### src/hw/rtl/vbfq_pkg.sv
// vbfq_pkg: types and constants shared by the voxel box fill and query block
// payload structs for both channels, register indexes, controller/datapath structs
// no dependencies
package vbfq_pkg;

  localparam int SIZE_W     = 6;
  localparam int COORD_W    = 8;
  localparam int VALUE_W    = 8;
  localparam int CFG_IDX_W  = 2;

  localparam logic [SIZE_W-1:0] SIZE_RESET = 6'd32;

  // register indexes on the configuration port
  localparam logic [CFG_IDX_W-1:0] CFG_SIZE_X = 2'd0;
  localparam logic [CFG_IDX_W-1:0] CFG_SIZE_Y = 2'd1;
  localparam logic [CFG_IDX_W-1:0] CFG_SIZE_Z = 2'd2;

  // item functions
  localparam logic FUNC_FILL  = 1'b0;
  localparam logic FUNC_QUERY = 1'b1;

  typedef struct packed {
    logic                      func;
    logic signed [COORD_W-1:0] min_x;
    logic signed [COORD_W-1:0] min_y;
    logic signed [COORD_W-1:0] min_z;
    logic signed [COORD_W-1:0] max_x;
    logic signed [COORD_W-1:0] max_y;
    logic signed [COORD_W-1:0] max_z;
    logic [VALUE_W-1:0]        value;
    logic                      invert_match;
  } vbfq_in_t;

  typedef struct packed {
    logic found;
    logic outside;
  } vbfq_out_t;

  // controller to datapath
  typedef struct packed {
    logic clear;        // write one zero entry of the clearing sweep
    logic capture;      // take the input item
    logic clip;         // clip the box and work out the plane area
    logic base;         // partial products of the start address
    logic start;        // load walk counters and addresses
    logic step;         // visit one voxel
    logic load_result;  // move the outcome into the output register
  } vbfq_cmd_t;

  // datapath to controller
  typedef struct packed {
    logic clear_last;
    logic outside;
    logic empty;
    logic last;
  } vbfq_status_t;

endpackage

### src/hw/rtl/vbfq_ctrl.sv
// vbfq_ctrl: sequencing state machine of the voxel box fill and query block
// drives datapath commands, input ready and output valid
// depends on vbfq_pkg
module vbfq_ctrl import vbfq_pkg::*; (
  input  logic         clk,
  input  logic         rst,
  input  logic         in_valid,
  output logic         in_ready,
  output logic         out_valid,
  input  logic         out_ready,
  output vbfq_cmd_t    cmd,
  input  vbfq_status_t status
);

  typedef enum logic [2:0] {
    ST_CLEAR,
    ST_IDLE,
    ST_CLIP,
    ST_BASE,
    ST_START,
    ST_WALK,
    ST_DRAIN,
    ST_DONE
  } state_t;

  state_t state;
  logic   out_free;

  assign out_free = !out_valid || out_ready;
  assign in_ready = (state == ST_IDLE);

  always_comb begin
    cmd             = '0;
    cmd.clear       = (state == ST_CLEAR);
    cmd.capture     = (state == ST_IDLE) && in_valid;
    cmd.clip        = (state == ST_CLIP);
    cmd.base        = (state == ST_BASE);
    cmd.start       = (state == ST_START);
    cmd.step        = (state == ST_WALK);
    cmd.load_result = (state == ST_DONE) && out_free;
  end

  always_ff @(posedge clk) begin
    if (rst) begin
      state     <= ST_CLEAR;
      out_valid <= 1'b0;
    end else begin
      if (cmd.load_result) begin
        out_valid <= 1'b1;
      end else if (out_ready) begin
        out_valid <= 1'b0;
      end
      unique case (state)
        ST_CLEAR: begin
          if (status.clear_last) begin
            state <= ST_IDLE;
          end
        end
        ST_IDLE: begin
          if (in_valid) begin
            state <= ST_CLIP;
          end
        end
        ST_CLIP: begin
          state <= ST_BASE;
        end
        ST_BASE: begin
          // nothing to visit when outside or clipped to nothing
          if (status.outside || status.empty) begin
            state <= ST_DONE;
          end else begin
            state <= ST_START;
          end
        end
        ST_START: begin
          state <= ST_WALK;
        end
        ST_WALK: begin
          if (status.last) begin
            state <= ST_DRAIN;
          end
        end
        ST_DRAIN: begin
          // last read compares in this cycle
          state <= ST_DONE;
        end
        ST_DONE: begin
          if (out_free) begin
            state <= ST_IDLE;
          end
        end
        default: begin
          state <= ST_IDLE;
        end
      endcase
    end
  end

  a_no_overwrite: assert property (@(posedge clk) disable iff (rst)
    cmd.load_result |-> (!out_valid || out_ready))
    else $error("result loaded over a pending one");

  a_one_item: assert property (@(posedge clk) disable iff (rst)
    (in_valid && in_ready) |=> !in_ready)
    else $error("second item taken while one is in work");

  a_result_source: assert property (@(posedge clk) disable iff (rst)
    $rose(out_valid) |-> $past(state == ST_DONE))
    else $error("result shown without finishing an item");

endmodule

### config.mk
export PLATFORM = sky130hd
export DESIGN_NAME = vbfq_ctrl
export DESIGN_NICKNAME = d
export VERILOG_FILES = /design/src/hw/rtl/vbfq_pkg.sv /design/src/hw/rtl/vbfq_ctrl.sv
export SDC_FILE = /design/constraint.sdc
export NUM_CORES = 1
export LEC_CHECK = 0
export BUFFER_PORTS_ARGS = -buffer_cell sky130_fd_sc_hd__buf_4
export CORE_AREA = 2 2 39 41
export CTS_CLUSTER_DIAMETER = 120
export DETAILED_ROUTE_END_ITERATION = 7
export DIE_AREA = 0 0 41 43
export PLACE_DENSITY = 0.55
export RECOVER_POWER = 25
export SYNTH_ARGS = -nofsm -noshare
export SYNTH_HDL_FRONTEND = slang
export SYNTH_SLANG_ARGS = --single-unit
### constraint.sdc
create_clock -name clk -period 1.2 [get_ports clk]
set_input_delay 0.12 -clock clk [delete_from_list [all_inputs] [get_ports clk]]
set_output_delay 0.12 -clock clk [all_outputs]
set_load 0.01 [all_outputs]
==> summary.md, run 1 <==
| Metric | Value |
|---|---|
| Run status | finished with violations |
| Violated checks | negative setup slack |
| Tightest Pin Transition | 279 ps |
| Drt drc | 0 |
| Routed WL | 727 um |
| P_leak | 0.228 nW |
| Setup TNS | -43.6 ps |
| Routability Congestion | 0.664 |
| Max_cap viols | 0 |
| Via count | 330 |
| Nets | 68 |
| 1st-iter DRT viols | 2 |
| Crit-path max FO | 4 |
| Max Freq | 804 MHz |
| Die area | 1760 um^2 |
| Starting Density | 0.204 |
| CP Class | reg -> out |
| Min-delay worst type | in -> reg |
| Synth cell types | 24 |
| Worst Setup Slack, final | -43.6 ps |
| Hold_buf cts | 0 |
| # placed instances | 68 |
| Post-synthesis register bit count | 4 |
| Most Crowded Layer GR | met1 |
| Worst hold slack | 72.8 ps |
| GRT overflow | 0 |
| M2 GR Usage | 0.109 |
| Layout Area Growth over Synthesis | 80.1% |
| Initial antenna violation count | 0 |
| Minimum clock period | 1240 ps |
| Clk slew on worst S/H paths | 40 ps |
| Ports | 17 |
| CTS tree | yes |
| Post-synth EDFFs | 0 |
| First-pass GRT wire length | 1060 um |
| CTS H-Tree Depth | 1 |
| Routed WL per cell | 9.82 um |
| Dominant synthesized flop cell | dfxtp_1 |
| Syn Area/Cell | 8.08 um^2 |
| WP data required | 1080 ps |
| Gr usage total | 0.0943 |
| Final Setup Violations | 1 |
| Met3 usage | 0.0157 |
| ANT nets after route | 0 |
| Die Ht | 43 um |
| DIE WIDTH | 41 um |
| FFs w/ async S/R, synth | 0 |
| Num CTS Buffers | 3 |
| Max Slew Vio Count | 0 |
| Peak supply drop | 0.000373 V |
| Cell with the most instances after synthesis | nor2_1 |
| Yosys warns | 0 |
| DRT Pass-1 Iters | 4 |
| Worst rel slew slack | 0.814 |
| Startpoint types | register |
| Vias per inst | 4.46 |
| Number of port buffers | 16 |
| Clk_lat worst skew | 230 ps |
| Largest cells by area after synthesis | dfxtp_1, nor2_1, nor2b_1 |
| Syn Inst Count | 35 |
| Syn Std Cell Area | 283 um^2 |
| Layout cells sized above 1 | 0.603 |
| Pin count of the biggest net entering global routing | 8 |
| Met1 usage | 0.131 |
| Placement Setup Slack | 63.5 ps |
| DP Wirelength | 548 um |
| Most frequent cells after synthesis | nor2_1, dfxtp_1 |
| Clock sink count | 4 |
| Cell taking the most area after synthesis | dfxtp_1 |
| Final hold violations | 0 |
| Row count | 14 |
| Syn_nets | 43 |
| RSZ-0062 raised after global routing | yes |
| Post-Layout Cell Count | 74 |
| Power density over cell area | 1160 nW/um^2 |
| Share of the synthesized area in the top cell type | 0.283 |
| Setup crit end kind | output port |
| CP arrival | 1120 ps |
| Clk_skew | 1.48 ps |
| CTS root buf | clkbuf_4 |
| Register area share after synthesis | 0.283 |
| Ant. Diodes | 0 |
| Vias in the first global route | 248 |
| Clock Path Buffers | 2 |
| Final Cycle Share | 1.04 |
| Core area | 1380 um^2 |
## cell type report
type,count,area [um^2]
clock buffers,3,22.5
flip-flops and latches,4,88.8
well taps,16,20.0
multi-input cells,26,190
inverters,2,7.51
fillers,150,875
repair buffers,23,180
## report_power, final
group / total [mW] / internal [mW] / switching [mW] / leakage (nW)
combinational: 0.256 / 0.152 / 0.104 / 0.180
clock: 0.164 / 0.112 / 0.0521 / 0.0138
sequential: 0.171 / 0.152 / 0.0191 / 0.0344
## metrics by stage
step / area [um^2] / util / power [mW]
6_report: 509 / 0.368 / 0.591
5_1_grt: 509 / 0.368 / 0.631
4_1_cts: 479 / 0.346 / 0.567
3_5_place_dp: 429 / 0.310 / 0.378
3_3_place_gp: 429 / 0.310 / 0.378
2_1_floorplan: 283 / - / 0.283
## per-layer routing
layer,wire length [um],part of all wire
met1,330,0.45
met4,30,0.041
met3,77,0.11
met2,288,0.40
met5,0,0
## worst paths after layout
check,startpoint,slack (ps),depth (start not counted),to
min,rst,70,2,state[0]
min reg2reg,state[0],560,2,state[1]
max,state[2],-40,4,cmd[5]
max reg2reg,state[2],50,4,state[1]
## state kept, by name, summed over array words and instances, names as in the netlist
register / flops
out_valid: 1
state: 3
## worst max-delay path, cell delays in order, from the launching register on
cell and delay [ps]:
dfxtp_4 340, buf_4 130, nor3b_2 170, and2_1 140, buf_4 110
## cells in the final DEF (no fill, tap or decap)
| cell | synthesis | final |
|---|---|---|
| buf_4 | 1 | 19 |
| nor3_4 | 0 | 1 |
| dfxtp_1 | 4 | 1 |
| dfxtp_4 | 0 | 2 |
| nand3b_1 | 1 | 1 |
| buf_6 | 1 | 3 |
| dfxtp_2 | 0 | 1 |
| and2_1 | 1 | 1 |
| nor2_1 | 5 | 4 |
| nor2_2 | 0 | 1 |
| clkbuf_4 | 0 | 3 |
| nor4_1 | 1 | 1 |
| nand2b_1 | 1 | 1 |
| mux2_2 | 1 | 1 |
| nor3_1 | 2 | 1 |
| clkbuf_1 | 0 | 1 |
| nor3b_2 | 1 | 2 |
| o21ai_0 | 2 | 2 |
| nand2_1 | 1 | 1 |
| inv_1 | 2 | 2 |
| nor2b_1 | 2 | 2 |
| a311oi_1 | 1 | 1 |
| a211oi_1 | 1 | 1 |
| o211ai_2 | 1 | 1 |
| or3_4 | 1 | 1 |
| nand3_1 | 1 | 1 |
| o21a_1 | 1 | 1 |
| a31oi_1 | 1 | 1 |
## cells by family after synthesis
logic type,count (synthesis),synth area share
flops,4,0.283
mux,1,0.0398
simple gates,18,0.381
buf+inv,5,0.111
compound gates,7,0.186
## what timing repair did
item,CTS,global route
setup endpoints to repair,7,5
setup buffers,2,1
gates resized for setup,6,6
cloned,0,0
pin swaps,2,1
Power figures use the tool's default switching activity.
==> inputs of run 2 (changes only) <==
==> constraint.sdc (replaced) <==
create_clock -name clk -period 1.34 [get_ports clk]
set_input_delay 0.134 -clock clk [delete_from_list [all_inputs] [get_ports clk]]
set_output_delay 0.134 -clock clk [all_outputs]
set_load 0.01 [all_outputs]
==> run 2 against run 1 <==
The flow now finishes without violations. Setup slack better by 120 ps. Design area down 12%. Wire length down 5.1%. Largest cell class unchanged.
==> summary.md, run 2 (synthesis results as in run 1) <==
| Metric | Value |
|---|---|
| Drt drc | 0 (unchanged) |
| Setup crit end kind | output port |
| Crit-path slowest cell | dfxtp_4 |
| CP Class | reg -> out |
| Layout Area Growth over Synthesis | 58.0% |
| First-pass GRT wire length | 959 um (-9.1%) |
| Post-Layout Cell Count | 69 (-6.8%) |
| GRT overflow | 0 (unchanged) |
| Final Cycle Share | 0.947 |
| Worst Reg-to-Reg Cells | 3 (-1) |
| Hold EP | state[0] |
| 1st-iter DRT viols | 9 (+7) |
| Clk slew on worst S/H paths | 40 ps (about the same) |
| Ports | 17 (unchanged) |
| CTS root buf | clkbuf_4 |
| Starting Density | 0.204 (unchanged) |
| WP data required | 1210 ps (+130 ps) |
| Clk_skew | 0.793 ps (-0.686 ps) |
| Worst flop-to-flop path endpoint | state[1] |
| Ant. Diodes | 0 (unchanged) |
| Vias per inst | 4.46 (about the same) |
| Via count | 308 (-6.7%) |
| Min-delay worst type | in -> reg |
| Core area | 1380 um^2 (unchanged) |
| Final Setup Violations | 0 (-1) |
| Setup TNS | 0 ps (+43.6 ps) |
| Die Ht | 43 um (unchanged) |
| Pin count of the biggest net entering global routing | 11 (+3) |
| Most frequent cells in the layout | buf_4, nor2_1, clkbuf_4 |
| Routed WL per cell | 10.0 um (+1.8%) |
| Flop-to-flop setup slack | 300 ps (+250 ps) |
| Power density over cell area | 1080 nW/um^2 (-6.7%) |
| Biggest register | state |
| Die area | 1760 um^2 (unchanged) |
| Worst Hold Depth | 2 (unchanged) |
| Initial antenna violation count | 0 (unchanged) |
| Layout cells sized above 1 | 0.509 (-0.0940) |
| Max Freq | 788 MHz |
| DRT Pass-1 Iters | 3 (-1) |
| Worst rel slew slack | 0.813 (-0.000832) |
| Worst R2R Start | state[2] |
| CTS H-Tree Depth | 1 (unchanged) |
| Peak supply drop | 0.000292 V (-22%) |
| Tightest Pin Transition | 280 ps (+1.25 ps) |
| Largest register FFs | 3 (unchanged) |
| Nets | 63 (-7.4%) |
| Startpoint types | register |
| Gr usage total | 0.0852 (-0.00911) |
| Clock sink count | 4 (unchanged) |
| Post-CTS setup buffers | 0 (-2) |
| Max Slew Vio Count | 0 (unchanged) |
| CP Cell Sequence | inv_1, nor3b_1, buf_4 |
| Minimum clock period | 1270 ps |
| Largest stage delay, worst path | 400 ps (+60 ps) |
| Routed WL | 690 um (-5.1%) |
| Worst hold start | rst |
| # placed instances | 66 (-2.9%) |
| CTS tree | yes |
| Final hold violations | 0 (unchanged) |
| CP arrival | 1130 ps (about the same) |
| RSZ-0062 raised after global routing | no |
| DIE WIDTH | 41 um (unchanged) |
| DP Wirelength | 538 um (-1.9%) |
| Largest registers | state x3, out_valid x1 |
| Most common cell after layout, fill and taps aside | buf_4 |
| Num CTS Buffers | 3 (unchanged) |
| Row count | 14 (unchanged) |
| Vias in the first global route | 250 (+0.81%) |
| Crit-path max FO | 10 (+6) |
| Routability Congestion | 0.695 (+4.6%) |
| P_leak | 0.193 nW (-15%) |
| Max_cap viols | 0 (unchanged) |
| Number of port buffers | 16 (unchanged) |
| Clk_lat worst skew | 230 ps (about the same) |
| Clock Path Buffers | 2 (unchanged) |
| ANT nets after route | 0 (unchanged) |
| Run status | completed |
==> run 2: worst max-delay path, delay by kind of cell, from the launching register on <==
kind | cells | cell delay [ps]
DFF | 1 | 400
and+or+nand+nor | 1 | 230
buffers and inverters | 2 | 280
==> run 2: report_power, final <==
part	switching [mW]	internal, mW
Sequential	0.0227	0.134
Clock	0.0517	0.100
Combinational	0.0733	0.102
==> run 2: through the flow <==
step	hold slack (ps)	setup WS [ps]	utilization	total power [mW]	area [um^2]
final	86.9	71.7	0.323	0.484	447
after global routing	96.6	5.18	0.323	0.520	447
after CTS	79.4	34.2	0.317	0.489	439
after detailed placement	335	154	0.299	0.328	414
after global placement	336	167	0.299	0.328	414
after floorplan	203	283	-	0.253	283
==> run 2: area by class of cell <==
cell class	count	area, um^2
fillers	157	937
repair buffers	18	131
well taps	16	20.0
inverters	2	7.51
flip-flops and latches	4	85.1
clock buffers	3	22.5
multi-input cells	26	180
==> run 2: how the worst max path moves through the flow <==
stage,start,end
6_report,state[2],cmd[1]
5_1_grt,state[1],cmd[5]
4_1_cts,state[2],cmd[1]
3_5_place_dp,state[2],cmd[1]
3_3_place_gp,state[2],cmd[1]
2_1_floorplan,state[2],state[1]
==> run 2: repair_timing <==
item / in CTS / in global routing
setup endpoints to repair: 3 / 4
hold buffers: 0 / 0
gates resized for setup: 2 / 3
==> run 2: layer usage <==
layer  global-route usage  vias up  wire, um
met4                0.100        0         0
met1                0.102      135       288
met3               0.0157        0        73
met2                0.109       12       328
li1                     -      161         -
met5                    0        -         0
==> inputs of run 3 (changes only) <==
==> constraint.sdc (replaced) <==
create_clock -name clk -period 1.34 [get_ports clk]
set_input_delay 0.268 -clock clk [delete_from_list [all_inputs] [get_ports clk]]
set_output_delay 0.268 -clock clk [all_outputs]
set_load 0.01 [all_outputs]
==> run 3 against run 2 <==
The flow now finishes with violations (negative setup slack). Worst hold slack better by 130 ps. Largest power group unchanged. Critical path depth grew 1. Core utilization up 2.9 points. Fmax shrank 9.6%. Highest routed layer is now met4. Register-to-register slack got worse by 130 ps.
==> summary.md, run 3 (synthesis results as in run 1) <==
| Metric | Value |
|---|---|
| Max_cap viols | 0 (unchanged) |
| Violated checks | negative setup slack |
| WP data required | 1070 ps (-140 ps) |
| Clk slew on worst S/H paths | 40 ps (about the same) |
| Peak supply drop | 0.000361 V (+24%) |
| Flop-to-flop setup slack | 170 ps (-130 ps) |
| CTS tree | yes |
| Layout cells sized above 1 | 0.582 (+0.0724) |
| Worst rel slew slack | 0.837 (+0.0238) |
| DIE WIDTH | 41 um (unchanged) |
| Die area | 1760 um^2 (unchanged) |
| Max Slew Vio Count | 0 (unchanged) |
| Biggest register | state |
| Routability Congestion | 0.713 (+2.7%) |
| Routed WL | 759 um (+10%) |
| Run status | finished with violations |
| Core area | 1380 um^2 (unchanged) |
| Final Power | 500 uW (+3.3%) |
| Setup crit end kind | output port |
| Final Setup Violations | 2 (+2) |
| Starting Density | 0.204 (unchanged) |
| Minimum clock period | 1400 ps (+135 ps) |
| Nets | 65 (+3.2%) |
| Die Ht | 43 um (unchanged) |
| Routed WL per cell | 10.7 um (+6.9%) |
| Final Cycle Share | 1.05 (+0.101) |
| Clk_skew | 2.77 ps (+1.98 ps) |
| P_leak | 0.210 nW (+8.6%) |
| Met1 usage | 0.131 (+0.0288) |
| Worst Setup Slack, final | -63.2 ps (-135 ps) |
| CTS root buf | clkbuf_4 |
| Row count | 14 (unchanged) |
| Met3 usage | 0.0157 (unchanged) |
| Final hold violations | 0 (unchanged) |
| Number of port buffers | 16 (unchanged) |
| Post-place instance area | 434 um^2 (+4.8%) |
| DP Wirelength | 565 um (+5.1%) |
| Layout Area Growth over Synthesis | 72.1% |
| CTS H-Tree Depth | 1 (unchanged) |
| Pin count of the biggest net entering global routing | 12 (+1) |
| Most frequent cells in the layout | buf_4, nor2_1, clkbuf_4 |
| Setup TNS | -71.9 ps (-71.9 ps) |
| Clk_lat worst skew | 230 ps (about the same) |
| Placement Setup Slack | 71.7 ps (-82.3 ps) |
| Vias per inst | 4.59 (+2.9%) |
| Most Crowded Layer GR | met2 |
| Ant. Diodes | 0 (unchanged) |
| Num CTS Buffers | 3 (unchanged) |
| ANT nets after route | 0 (unchanged) |
| Gr usage total | 0.106 (+0.0210) |
| CP arrival | 1140 ps (about the same) |
| Worst hold slack | 218 ps (+131 ps) |
| CP Class | reg -> out |
| Drt drc | 0 (unchanged) |
| Most common cell after layout, fill and taps aside | buf_4 |
| Largest register FFs | 3 (unchanged) |
| Initial antenna violation count | 0 (unchanged) |
| Startpoint types | register |
| Tightest Pin Transition | 242 ps (-37.3 ps) |
| Via count | 326 (+5.8%) |
| Vias in the first global route | 317 (+27%) |
| Clock sink count | 4 (unchanged) |
| Max Freq | 713 MHz (-9.6%) |
| First-pass GRT wire length | 1210 um (+27%) |
| DRT Pass-1 Iters | 2 (-1) |
| Clock Path Buffers | 2 (unchanged) |
| Power density over cell area | 1030 nW/um^2 (-5.2%) |
| Post-route cell area | 487 um^2 (+9.0%) |
| Largest registers | state x3, out_valid x1 |
| GRT overflow | 0 (unchanged) |
| Min-delay worst type | in -> reg |
| M2 GR Usage | 0.138 (+0.0281) |
| 1st-iter DRT viols | 2 (-7) |
| RSZ-0062 raised after global routing | yes |
| Crit-path max FO | 5 (-5) |
| Ports | 17 (unchanged) |
## run 3: layout make-up
| cell class | instances | area, um^2 |
|---|---|---|
| Fill cell | 157 | 897 |
| Inverter | 2 | 7.51 |
| Sequential cell | 4 | 88.8 |
| Timing Repair Buffer | 20 | 163 |
| Tap cell | 16 | 20.0 |
| Multi-Input combinational cell | 26 | 185 |
| Clock buffer | 3 | 22.5 |
## run 3: power by group
group          leakage (nW)  internal (mW)  switching [mW]  total (mW)
sequential           0.0344          0.136          0.0349       0.171
clock                0.0138          0.100          0.0490       0.149
combinational         0.162          0.112          0.0674       0.179
total                 0.210          0.348           0.151       0.500
## run 3: routing by layer
layer,vias up,wire [um],part of all wire
met5,-,0,0
met1,143,320,0.42
li1,165,-,-
met4,0,34,0.045
met3,4,70,0.092
met2,14,334,0.44
## run 3: through the flow
stage,util,cells
2_1_floorplan,-,35
3_3_place_gp,0.314,67
3_5_place_dp,0.314,67
4_1_cts,0.348,71
5_1_grt,0.352,71
6_report,0.352,71
## run 3: worst max-delay path, stage by stage, from the launching register on
cell and delay, ps:
dfxtp_4 350, buf_12 130, nor3b_4 170, and2_4 160
buf_6 90
## run 3: final timing paths
path | cells past startpoint | startpoint | to
max reg2reg | 4 | state[2] | state[1]
min | 2 | rst | state[0]
min reg2reg | 1 | state[0] | state[0]
max | 4 | state[2] | cmd[5]
## run 3: repair_timing
item / CTS / global route
pin swaps: 2 / 0
setup buffers: 1 / 0
hold buffers: 0 / 0
hold endpoints to repair: 0 / 0
gates resized for setup: 7 / 3
endpoints found under the setup margin: 8 / 6
